$ cat src/hw/rtl/wtet_pkg.sv
`default_nettype none

package wtet_pkg;

  localparam int unsigned DEPTH   = 32;
  localparam int unsigned IDX_W   = $clog2(DEPTH);
  localparam int unsigned CNT_W   = $clog2(DEPTH + 1);
  localparam int unsigned TAG_W   = 16;
  localparam int unsigned TIME_W  = 32;
  localparam int unsigned WAIT_W  = 31;
  localparam int unsigned FUNC_W  = 2;
  localparam int unsigned KIND_W  = 3;
  localparam int unsigned ENTRY_W = TAG_W + TIME_W;

  typedef enum logic [FUNC_W-1:0] {
    FUNC_SCHED = 2'd0,
    FUNC_FIRE  = 2'd1,
    FUNC_QUERY = 2'd2
  } func_e;

  typedef enum logic [KIND_W-1:0] {
    KIND_FIRED = 3'd0,
    KIND_DONE  = 3'd1,
    KIND_WAIT  = 3'd2,
    KIND_SCHED = 3'd3,
    KIND_FULL  = 3'd4
  } kind_e;

  typedef enum logic [2:0] {
    ST_IDLE,
    ST_SCHED,
    ST_FIRE_SCAN,
    ST_QUERY_SCAN,
    ST_FIRE,
    ST_SHIFT,
    ST_DONE,
    ST_WAIT
  } state_e;

  typedef enum logic [3:0] {
    OP_NONE,
    OP_LOAD,
    OP_APPEND,
    OP_SCAN_INIT,
    OP_SCAN_DUE,
    OP_SCAN_ALL,
    OP_FIRE,
    OP_SHIFT,
    OP_DONE,
    OP_WAIT
  } op_e;

  typedef struct packed {
    op_e op;
  } cmd_t;

  typedef struct packed {
    logic scan_done;
    logic shift_done;
    logic found;
    logic out_free;
  } status_t;

  // a is not later than b when (b - a) has its sign bit clear
  function automatic logic not_later(input logic [TIME_W-1:0] a, input logic [TIME_W-1:0] b);
    logic [TIME_W-1:0] diff;
    diff = b - a;
    return ~diff[TIME_W-1];
  endfunction

endpackage

`default_nettype wire

$ cat src/hw/rtl/wtet_if.sv
`default_nettype none

interface wtet_in_if;
  logic                          valid;
  logic                          ready;
  logic [wtet_pkg::FUNC_W-1:0]   func;
  logic [wtet_pkg::TAG_W-1:0]    callback_tag;
  logic [wtet_pkg::TIME_W-1:0]   time_ms;

  modport source (output valid, func, callback_tag, time_ms, input ready);
  modport sink   (input valid, func, callback_tag, time_ms, output ready);
endinterface

interface wtet_out_if;
  logic                          valid;
  logic                          ready;
  logic [wtet_pkg::KIND_W-1:0]   kind;
  logic [wtet_pkg::TAG_W-1:0]    fired_tag;
  logic [wtet_pkg::TIME_W-1:0]   fired_time;
  logic [wtet_pkg::WAIT_W-1:0]   wait_ms;
  logic                          pending;
  logic                          last;

  modport source (output valid, kind, fired_tag, fired_time, wait_ms, pending, last,
                  input ready);
  modport sink   (input valid, kind, fired_tag, fired_time, wait_ms, pending, last,
                  output ready);
endinterface

`default_nettype wire

$ cat src/hw/rtl/wtet_ram.sv
`default_nettype none

module wtet_ram #(
  parameter int unsigned WIDTH = 8,
  parameter int unsigned DEPTH = 16
) (
  input  wire logic                     clk_i,
  input  wire logic                     we_i,
  input  wire logic [$clog2(DEPTH)-1:0] waddr_i,
  input  wire logic [WIDTH-1:0]         wdata_i,
  input  wire logic [$clog2(DEPTH)-1:0] raddr_i,
  output      logic [WIDTH-1:0]         rdata_o
);

  logic [WIDTH-1:0] mem_q [DEPTH];
  logic [WIDTH-1:0] rdata_q;

  always_ff @(posedge clk_i) begin
    if (we_i) begin
      mem_q[waddr_i] <= wdata_i;
    end
    rdata_q <= mem_q[raddr_i];
  end

  assign rdata_o = rdata_q;

endmodule

`default_nettype wire

$ cat src/hw/rtl/wtet_ctrl.sv
`default_nettype none

module wtet_ctrl (
  input  wire logic                        clk_i,
  input  wire logic                        rst_ni,
  input  wire logic                        in_valid_i,
  input  wire logic [wtet_pkg::FUNC_W-1:0] in_func_i,
  input  wire wtet_pkg::status_t           status_i,
  output      logic                        in_ready_o,
  output      wtet_pkg::cmd_t              cmd_o
);

  wtet_pkg::state_e state_q, state_d;

  always_ff @(posedge clk_i or negedge rst_ni) begin
    if (!rst_ni) begin
      state_q <= wtet_pkg::ST_IDLE;
    end else begin
      state_q <= state_d;
    end
  end

  always_comb begin
    state_d    = state_q;
    in_ready_o = 1'b0;
    cmd_o.op   = wtet_pkg::OP_NONE;
    case (state_q)
      wtet_pkg::ST_IDLE: begin
        in_ready_o = 1'b1;
        if (in_valid_i) begin
          cmd_o.op = wtet_pkg::OP_LOAD;
          case (wtet_pkg::func_e'(in_func_i))
            wtet_pkg::FUNC_SCHED: state_d = wtet_pkg::ST_SCHED;
            wtet_pkg::FUNC_FIRE:  state_d = wtet_pkg::ST_FIRE_SCAN;
            wtet_pkg::FUNC_QUERY: state_d = wtet_pkg::ST_QUERY_SCAN;
            default:              state_d = wtet_pkg::ST_IDLE;
          endcase
        end
      end
      wtet_pkg::ST_SCHED: begin
        if (status_i.out_free) begin
          cmd_o.op = wtet_pkg::OP_APPEND;
          state_d  = wtet_pkg::ST_IDLE;
        end
      end
      wtet_pkg::ST_FIRE_SCAN: begin
        cmd_o.op = wtet_pkg::OP_SCAN_DUE;
        if (status_i.scan_done) begin
          state_d = status_i.found ? wtet_pkg::ST_FIRE : wtet_pkg::ST_DONE;
        end
      end
      wtet_pkg::ST_QUERY_SCAN: begin
        cmd_o.op = wtet_pkg::OP_SCAN_ALL;
        if (status_i.scan_done) begin
          state_d = wtet_pkg::ST_WAIT;
        end
      end
      wtet_pkg::ST_FIRE: begin
        if (status_i.out_free) begin
          cmd_o.op = wtet_pkg::OP_FIRE;
          state_d  = wtet_pkg::ST_SHIFT;
        end
      end
      wtet_pkg::ST_SHIFT: begin
        if (status_i.shift_done) begin
          cmd_o.op = wtet_pkg::OP_SCAN_INIT;
          state_d  = wtet_pkg::ST_FIRE_SCAN;
        end else begin
          cmd_o.op = wtet_pkg::OP_SHIFT;
        end
      end
      wtet_pkg::ST_DONE: begin
        if (status_i.out_free) begin
          cmd_o.op = wtet_pkg::OP_DONE;
          state_d  = wtet_pkg::ST_IDLE;
        end
      end
      wtet_pkg::ST_WAIT: begin
        if (status_i.out_free) begin
          cmd_o.op = wtet_pkg::OP_WAIT;
          state_d  = wtet_pkg::ST_IDLE;
        end
      end
      default: begin
        state_d = wtet_pkg::ST_IDLE;
      end
    endcase
  end

endmodule

`default_nettype wire

$ cat src/hw/rtl/wtet_dp.sv
`default_nettype none

module wtet_dp (
  input  wire logic                        clk_i,
  input  wire logic                        rst_ni,
  input  wire wtet_pkg::cmd_t              cmd_i,
  input  wire logic [wtet_pkg::TAG_W-1:0]  in_tag_i,
  input  wire logic [wtet_pkg::TIME_W-1:0] in_time_i,
  output      wtet_pkg::status_t           status_o,
  wtet_out_if.source                       out_o
);

  logic [wtet_pkg::CNT_W-1:0]   count_q, count_d;
  logic [wtet_pkg::CNT_W-1:0]   ptr_q, ptr_d;
  logic                         rd_vld_q, rd_vld_d;
  logic [wtet_pkg::IDX_W-1:0]   rd_idx_q, rd_idx_d;
  logic [wtet_pkg::IDX_W-1:0]   best_q, best_d;
  logic                         found_q, found_d;
  logic [wtet_pkg::TIME_W-1:0]  cand_time_q, cand_time_d;
  logic [wtet_pkg::TAG_W-1:0]   cand_tag_q, cand_tag_d;
  logic [wtet_pkg::TAG_W-1:0]   tag_q, tag_d;
  logic [wtet_pkg::TIME_W-1:0]  now_q, now_d;

  logic                         out_valid_q;
  logic [wtet_pkg::KIND_W-1:0]  out_kind_q, out_kind_d;
  logic [wtet_pkg::TAG_W-1:0]   out_tag_q, out_tag_d;
  logic [wtet_pkg::TIME_W-1:0]  out_time_q, out_time_d;
  logic [wtet_pkg::WAIT_W-1:0]  out_wait_q, out_wait_d;
  logic                         out_pend_q;
  logic                         out_last_q, out_last_d;
  logic                         emit;

  logic                         ram_we;
  logic [wtet_pkg::IDX_W-1:0]   ram_waddr;
  logic [wtet_pkg::ENTRY_W-1:0] ram_wdata;
  logic [wtet_pkg::ENTRY_W-1:0] ram_rdata;
  logic [wtet_pkg::TAG_W-1:0]   ent_tag;
  logic [wtet_pkg::TIME_W-1:0]  ent_time;
  logic [wtet_pkg::TIME_W-1:0]  wait_diff;
  logic                         rd_more;
  logic                         shift_more;
  logic                         due;
  logic                         out_free;

  wtet_ram #(
    .WIDTH (wtet_pkg::ENTRY_W),
    .DEPTH (wtet_pkg::DEPTH)
  ) u_entries (
    .clk_i   (clk_i),
    .we_i    (ram_we),
    .waddr_i (ram_waddr),
    .wdata_i (ram_wdata),
    .raddr_i (ptr_q[wtet_pkg::IDX_W-1:0]),
    .rdata_o (ram_rdata)
  );

  assign ent_tag    = ram_rdata[wtet_pkg::ENTRY_W-1 -: wtet_pkg::TAG_W];
  assign ent_time   = ram_rdata[wtet_pkg::TIME_W-1:0];
  assign wait_diff  = cand_time_q - now_q;
  assign rd_more    = ptr_q < count_q;
  assign shift_more = ptr_q <= count_q;
  assign out_free   = !out_valid_q || out_o.ready;

  always_comb begin
    count_d     = count_q;
    ptr_d       = ptr_q;
    rd_vld_d    = rd_vld_q;
    rd_idx_d    = rd_idx_q;
    best_d      = best_q;
    found_d     = found_q;
    cand_time_d = cand_time_q;
    cand_tag_d  = cand_tag_q;
    tag_d       = tag_q;
    now_d       = now_q;
    ram_we      = 1'b0;
    ram_waddr   = count_q[wtet_pkg::IDX_W-1:0];
    ram_wdata   = {tag_q, now_q};
    emit        = 1'b0;
    out_kind_d  = wtet_pkg::KIND_DONE;
    out_tag_d   = '0;
    out_time_d  = '0;
    out_wait_d  = '0;
    out_last_d  = 1'b1;
    due         = 1'b0;
    case (cmd_i.op)
      wtet_pkg::OP_LOAD: begin
        tag_d    = in_tag_i;
        now_d    = in_time_i;
        ptr_d    = '0;
        rd_vld_d = 1'b0;
        found_d  = 1'b0;
      end
      wtet_pkg::OP_SCAN_INIT: begin
        ptr_d    = '0;
        rd_vld_d = 1'b0;
        found_d  = 1'b0;
      end
      wtet_pkg::OP_SCAN_DUE, wtet_pkg::OP_SCAN_ALL: begin
        rd_vld_d = rd_more;
        rd_idx_d = ptr_q[wtet_pkg::IDX_W-1:0];
        if (rd_more) begin
          ptr_d = ptr_q + 1'b1;
        end
        if (rd_vld_q) begin
          due = (cmd_i.op == wtet_pkg::OP_SCAN_ALL) || wtet_pkg::not_later(ent_time, now_q);
          if (due && (!found_q || wtet_pkg::not_later(ent_time, cand_time_q))) begin
            found_d     = 1'b1;
            best_d      = rd_idx_q;
            cand_time_d = ent_time;
            cand_tag_d  = ent_tag;
          end
        end
      end
      wtet_pkg::OP_APPEND: begin
        emit = 1'b1;
        if (count_q != wtet_pkg::CNT_W'(wtet_pkg::DEPTH)) begin
          ram_we     = 1'b1;
          count_d    = count_q + 1'b1;
          out_kind_d = wtet_pkg::KIND_SCHED;
        end else begin
          out_kind_d = wtet_pkg::KIND_FULL;
        end
      end
      wtet_pkg::OP_FIRE: begin
        emit       = 1'b1;
        out_kind_d = wtet_pkg::KIND_FIRED;
        out_tag_d  = cand_tag_q;
        out_time_d = cand_time_q;
        out_last_d = 1'b0;
        count_d    = count_q - 1'b1;
        ptr_d      = wtet_pkg::CNT_W'(best_q) + 1'b1;
        rd_vld_d   = 1'b0;
      end
      wtet_pkg::OP_SHIFT: begin
        rd_vld_d = shift_more;
        rd_idx_d = ptr_q[wtet_pkg::IDX_W-1:0];
        if (shift_more) begin
          ptr_d = ptr_q + 1'b1;
        end
        if (rd_vld_q) begin
          ram_we    = 1'b1;
          ram_waddr = rd_idx_q - 1'b1;
          ram_wdata = ram_rdata;
        end
      end
      wtet_pkg::OP_DONE: begin
        emit       = 1'b1;
        out_kind_d = wtet_pkg::KIND_DONE;
      end
      wtet_pkg::OP_WAIT: begin
        emit       = 1'b1;
        out_kind_d = wtet_pkg::KIND_WAIT;
        if (found_q && !wait_diff[wtet_pkg::TIME_W-1]) begin
          out_wait_d = wait_diff[wtet_pkg::WAIT_W-1:0];
        end
      end
      default: begin
      end
    endcase
  end

  always_ff @(posedge clk_i or negedge rst_ni) begin
    if (!rst_ni) begin
      count_q     <= '0;
      ptr_q       <= '0;
      rd_vld_q    <= 1'b0;
      found_q     <= 1'b0;
      out_valid_q <= 1'b0;
    end else begin
      count_q  <= count_d;
      ptr_q    <= ptr_d;
      rd_vld_q <= rd_vld_d;
      found_q  <= found_d;
      if (emit) begin
        out_valid_q <= 1'b1;
      end else if (out_o.ready) begin
        out_valid_q <= 1'b0;
      end
    end
  end

  always_ff @(posedge clk_i) begin
    rd_idx_q    <= rd_idx_d;
    best_q      <= best_d;
    cand_time_q <= cand_time_d;
    cand_tag_q  <= cand_tag_d;
    tag_q       <= tag_d;
    now_q       <= now_d;
    if (emit) begin
      out_kind_q <= out_kind_d;
      out_tag_q  <= out_tag_d;
      out_time_q <= out_time_d;
      out_wait_q <= out_wait_d;
      out_pend_q <= count_d != '0;
      out_last_q <= out_last_d;
    end
  end

  assign status_o.scan_done  = !rd_more && !rd_vld_q;
  assign status_o.shift_done = !shift_more && !rd_vld_q;
  assign status_o.found      = found_q;
  assign status_o.out_free   = out_free;

  assign out_o.valid      = out_valid_q;
  assign out_o.kind       = out_kind_q;
  assign out_o.fired_tag  = out_tag_q;
  assign out_o.fired_time = out_time_q;
  assign out_o.wait_ms    = out_wait_q;
  assign out_o.pending    = out_pend_q;
  assign out_o.last       = out_last_q;

endmodule

`default_nettype wire

$ cat src/hw/rtl/wrap_aware_timer_event_table.sv
// Timer event table: up to 32 pending events (tag, 32-bit trigger time) held in arrival order
// in a single-port-read entry RAM, with times compared by signed difference so wraparound is
// harmless. Items are taken one at a time; ready is high only between items. A schedule
// appends the entry, or reports a full table, and emits one result; a query scans all stored
// entries and emits the wait to the earliest one; a fire scans for due entries, emits the
// earliest, compacts the table behind it to keep arrival order and scans again, then emits
// the done result. The scans and the compaction read the entry RAM one entry per cycle, and
// each result waits while the result channel stalls. Results pass through an output
// register, so one finished result may wait while the next item is accepted.
`default_nettype none

module wrap_aware_timer_event_table (
  input  wire logic  clk_i,
  input  wire logic  rst_ni,
  wtet_in_if.sink    in_i,
  wtet_out_if.source out_o
);

  wtet_pkg::cmd_t    cmd;
  wtet_pkg::status_t status;

  wtet_ctrl u_ctrl (
    .clk_i      (clk_i),
    .rst_ni     (rst_ni),
    .in_valid_i (in_i.valid),
    .in_func_i  (in_i.func),
    .status_i   (status),
    .in_ready_o (in_i.ready),
    .cmd_o      (cmd)
  );

  wtet_dp u_dp (
    .clk_i     (clk_i),
    .rst_ni    (rst_ni),
    .cmd_i     (cmd),
    .in_tag_i  (in_i.callback_tag),
    .in_time_i (in_i.time_ms),
    .status_o  (status),
    .out_o     (out_o)
  );

endmodule

`default_nettype wire

$ cat src/flat_wrapper.sv
// flat-port wrapper written by rule: the top's interface ports become plain ports
module wrap_aware_timer_event_table_flat 
  (clk_i, rst_ni, in_i_valid, in_i_func, in_i_callback_tag, in_i_time_ms, in_i_ready, out_o_valid, out_o_kind, out_o_fired_tag, out_o_fired_time, out_o_wait_ms, out_o_pending, out_o_last, out_o_ready);
  wtet_in_if in_i_i ();
  wtet_out_if out_o_i ();
  input  wire logic clk_i;
  input  wire logic rst_ni;
  input wire logic [$bits(in_i_i.valid)-1:0] in_i_valid;
  input wire logic [$bits(in_i_i.func)-1:0] in_i_func;
  input wire logic [$bits(in_i_i.callback_tag)-1:0] in_i_callback_tag;
  input wire logic [$bits(in_i_i.time_ms)-1:0] in_i_time_ms;
  output wire logic [$bits(in_i_i.ready)-1:0] in_i_ready;
  output wire logic [$bits(out_o_i.valid)-1:0] out_o_valid;
  output wire logic [$bits(out_o_i.kind)-1:0] out_o_kind;
  output wire logic [$bits(out_o_i.fired_tag)-1:0] out_o_fired_tag;
  output wire logic [$bits(out_o_i.fired_time)-1:0] out_o_fired_time;
  output wire logic [$bits(out_o_i.wait_ms)-1:0] out_o_wait_ms;
  output wire logic [$bits(out_o_i.pending)-1:0] out_o_pending;
  output wire logic [$bits(out_o_i.last)-1:0] out_o_last;
  input wire logic [$bits(out_o_i.ready)-1:0] out_o_ready;
  assign in_i_i.valid = in_i_valid;
  assign in_i_i.func = in_i_func;
  assign in_i_i.callback_tag = in_i_callback_tag;
  assign in_i_i.time_ms = in_i_time_ms;
  assign in_i_ready = in_i_i.ready;
  assign out_o_valid = out_o_i.valid;
  assign out_o_kind = out_o_i.kind;
  assign out_o_fired_tag = out_o_i.fired_tag;
  assign out_o_fired_time = out_o_i.fired_time;
  assign out_o_wait_ms = out_o_i.wait_ms;
  assign out_o_pending = out_o_i.pending;
  assign out_o_last = out_o_i.last;
  assign out_o_i.ready = out_o_ready;
  wrap_aware_timer_event_table u_core (.clk_i(clk_i), .rst_ni(rst_ni), .in_i(in_i_i), .out_o(out_o_i));
endmodule
$ cat config.mk
export PLATFORM = sky130hd
export DESIGN_NAME = wrap_aware_timer_event_table_flat
export DESIGN_NICKNAME = d
export VERILOG_FILES = /design/src/hw/rtl/wtet_pkg.sv /design/src/hw/rtl/wtet_if.sv /design/src/hw/rtl/wtet_ram.sv /design/src/hw/rtl/wtet_ctrl.sv /design/src/hw/rtl/wtet_dp.sv /design/src/hw/rtl/wrap_aware_timer_event_table.sv /design/src/flat_wrapper.sv
export SDC_FILE = /design/constraint.sdc
export NUM_CORES = 2
export LEC_CHECK = 0
export CORE_UTILIZATION = 35
export DETAILED_ROUTE_END_ITERATION = 8
export DONT_BUFFER_PORTS = 1
export PLACE_DENSITY = 0.6
export SYNTH_ARGS = -nofsm -noshare
export SYNTH_HDL_FRONTEND = slang
export SYNTH_SLANG_ARGS = --single-unit
$ cat constraint.sdc
create_clock -name clk_i -period 4.87 [get_ports clk_i]
set_clock_uncertainty 0.1 [all_clocks]
set_input_delay 0.487 -clock clk_i [delete_from_list [all_inputs] [get_ports clk_i]]
set_output_delay 0.487 -clock clk_i [all_outputs]
set_load 0.005 [all_outputs]
==> impl_metrics.toml <==
[worst_setup_path]
endpoint_kind = "flop"
path_class = "flop to flop"
worstPathMaxFanout = 43
crit_arrival_ns = 4.56
start_kind = "flop"
cp.required_ns = 5.23

[clocking]
cts_setup_buffers = 0
clkLatencyLatePin_ns = 0.81
cts_buffer_depth = 3
cts.htree.levels = 4
clock_sinks = 1792
cts_buffers = 174
clkTransAtPathRegs_ns = 0.06
clockRootBuffer = "clkbuf_16"
cts_tree = "done"

[floorplanning]
start_util = 0.3532
row_count = 164
die_h_um = 451.5
coreArea_mm2 = 0.2003
io-pin-count = 140
dieArea_mm2 = 0.2039
die_width_um = 451.5

[cells_and_area]
fin_area_mm2 = 0.08103
drive_gt1_frac = 0.2663
utilization = 0.4046
area_growth_pct = 14.56
nets = 3677
fillerInstances = 17650

[min_path]
min_path_type = "input pin to flop"

[route]
drt_pre_antenna_iters = 5
drc_errors = 0
vias_per_cell = 5.405
drt-initial-drc-count = 3961
wirelength_um = 183700
ant_nets = 0
wl_per_cell_um = 29.08
vias = 34160

[synth]
ys_seq_area_frac = 0.7527
synth_cells = 3324
synth_top_area_share = 0.7328
yosysUniqueCellTypes = 72
avgSynthCellArea_um2 = 21.28
ys.flop_type = "edfxtp_1"
synth_area_mm2 = 0.07073
synth_area_leaders = "edfxtp_1, mux4_2, ha_1, dfxtp_1, mux2_2"
synth_edf_count = 1726
async_flop_share = 0.01004
syn-num-nets = 3484
synth_top_cell_by_area = "edfxtp_1"
ys_ff_latch = 1792
ys_warn_count = 0

[power_and_ir_drop]
vdd_drop_max_v = 0.0003397
power_density_mw_per_mm2 = 533.2
power_leakage_nw = 25.34
power_mw = 43.20

[outcome]
outcome = "finished clean"

[sta]
hold_viol = 0
fmax_mhz = 237.8
slew_headroom = 0.1241
rsz0062_at_grt = "false"
finalCritPeriodShare = 0.8635
setup-violations-final = 0
tightest_slew_ns = 1.281
drv_slew = 0
fin_crit_ns = 4.205
tns_ns = 0

[grt]
grt.total_usage = 0.1791
grt_first_pass_wirelength_um = 259400
grt.overflow.total = 0
grt_pass1_vias = 34430
antenna_found_initial = 16
grt_max_degree = 122

[run]
maxCapViolations = 0

[place]
placed_area_mm2 = 0.07501
port_buffers = 0
hpwl_um = 99440
place_congestion = 0.8417
## layout by cell type (no fill, tap or decap), types with 11 or more instances in the layout
master,instances
a21o_1,14
a21oi_1,63
and2_1,48
buf_12,27
buf_4,83
clkbuf_1,57
clkbuf_16,181
clkinv_1,25
clkinv_2,25
dfrtp_1,13
dfxtp_1,48
dlygate4sd3_1,54
edfxtp_1,1726
ha_1,105
inv_1,88
mux2_2,69
mux4_2,480
nand2_1,90
nand2b_1,15
nand3_1,19
nand4_1,15
nor2_1,66
nor2_4,34
nor3_1,19
o21a_1,11
o21ai_0,46
o21ai_1,15
o21ai_2,16
xnor2_1,19
xor2_1,14
## synthesized netlist by cell type (all sizes together), types with 6 or more instances
cell type and instances:
o21a 11, nand3 19, nand2 91, clkbuf 95, o21ai 77, nand4 15, nand2b 15, mux2 69
mux2i 6, ha 105, buf 52, and3 8, xor2 14, a21o 14, a31oi 9, or3 7
a21oi 64, o31ai 7, dfrtp 18, nor2 100, o211ai 8, inv 89, nor3 25, mux4 480
edfxtp 1726, nor2b 6, and2 48, xnor2 19, a211oi 11, dfxtp 48
## final cells by class
cell class / instances / area, um^2 / share of cell area
flip-flops and latches: 1792 / 53260 / 0.6573
well taps: 2656 / 3323 / 0.04101
clock buffers: 244 / 4826 / 0.05956
multi-input cells: 1296 / 16920 / 0.2089
diodes: 6 / 15.01 / 0.0001853
clock inverters: 72 / 640.6 / 0.007906
inverters: 89 / 335.3 / 0.004138
repair buffers: 164 / 1704 / 0.02103
## critical path, stage by stage, from the launching register on
cell	delay, ns
edfxtp_1	0.41
ha_1	0.33
a21o_1	0.16
a31oi_1	0.22
o31ai_1	0.18
o2111ai_1	0.20
a21oi_1	0.21
a2111oi_0	1.11
mux2i_1	0.32
nor2_4	0.22
buf_12	0.32
## per-layer routing
metal / global-route usage / vias to the layer above / part of all wire
met5: 0 / - / 0
met2: 0.3102 / 1291 / 0.52
met4: 0.05408 / 0 / 0.028
met3: 0.02870 / 248 / 0.061
li1: - / 14200 / -
met1: 0.2308 / 18420 / 0.39
## registers in the layout, summed over array words and instances, names as in the netlist, 5 cells and up
register                       flops
u_core.u_dp.cand_time_q           32
u_core.u_dp.cand_tag_q            16
u_core.u_dp.best_q                 5
u_core.u_dp.count_q                6
u_core.u_dp.u_entries.rdata_o     48
u_core.u_dp.out_o.fired_time      32
u_core.u_dp.now_q                 32
u_core.u_dp.tag_q                 16
u_core.u_dp.out_o.fired_tag       16
u_core.u_dp.rd_idx_q               5
u_core.u_dp.ptr_q                  6
u_core.u_dp.out_o.wait_ms         31
u_core.u_dp.u_entries.mem_q     1536
## metrics by stage
stage | hold WS [ns] | worst slack [ns] | cells
after floorplan | 0.09141 | 0.5572 | 3324
after global placement | 0.09198 | 0.7113 | 5943
after detailed placement | 0.09197 | 0.7579 | 5943
after CTS | 0.04494 | 0.6923 | 6313
after global routing | 0.08026 | 0.3861 | 6317
final | 0.1021 | 0.6646 | 6319
## cell families (layout without fill, tap and decap cells)
group                    Yosys count  count (layout)  synth area share
flip-flops                      1792            1792            0.7527
multiplexers                     555             555            0.1647
AND/OR/NAND/NOR                  358             358           0.02512
AO/OA/AOI/OAI                    244             244           0.02174
buffers and inverters            236             569           0.01279
adder cells (fa/ha/maj)          106             106           0.01886
XOR/XNOR                          33              33          0.004086
other                              0               6                 0
## power by group
group	internal [mW]	total (mW)	switching, mW
logic	4.58	10.5	5.96
registers	18.7	19.5	0.841
clock network	7.43	13.1	5.68
## path summary, 6_finish.rpt
kind                            cells after the start  slack [ns]                              start                    endpoint
worst min-delay path                                4        0.10                       in_i_func[1]    u_core.u_ctrl.state_q[1]
max in group asynchronous                           1        3.69                             rst_ni        u_core.u_dp.ptr_q[0]
worst max register to register                     10        0.66               u_core.u_dp.now_q[2]   u_core.u_dp.cand_tag_q[2]
min in group asynchronous                           1        0.22                             rst_ni     u_core.u_dp.out_o.valid
worst min register to register                      0        0.33  u_core.u_dp.u_entries.rdata_o[46]  u_core.u_dp.cand_tag_q[14]
worst max-delay path                               10        0.66               u_core.u_dp.now_q[2]   u_core.u_dp.cand_tag_q[2]
## timing repair
action,4_1_cts,5_1_grt
hold endpoints to repair,71,0
hold buffers,54,0
gates resized for setup,0,0
Note: power is estimated with default switching activity, not from simulation.
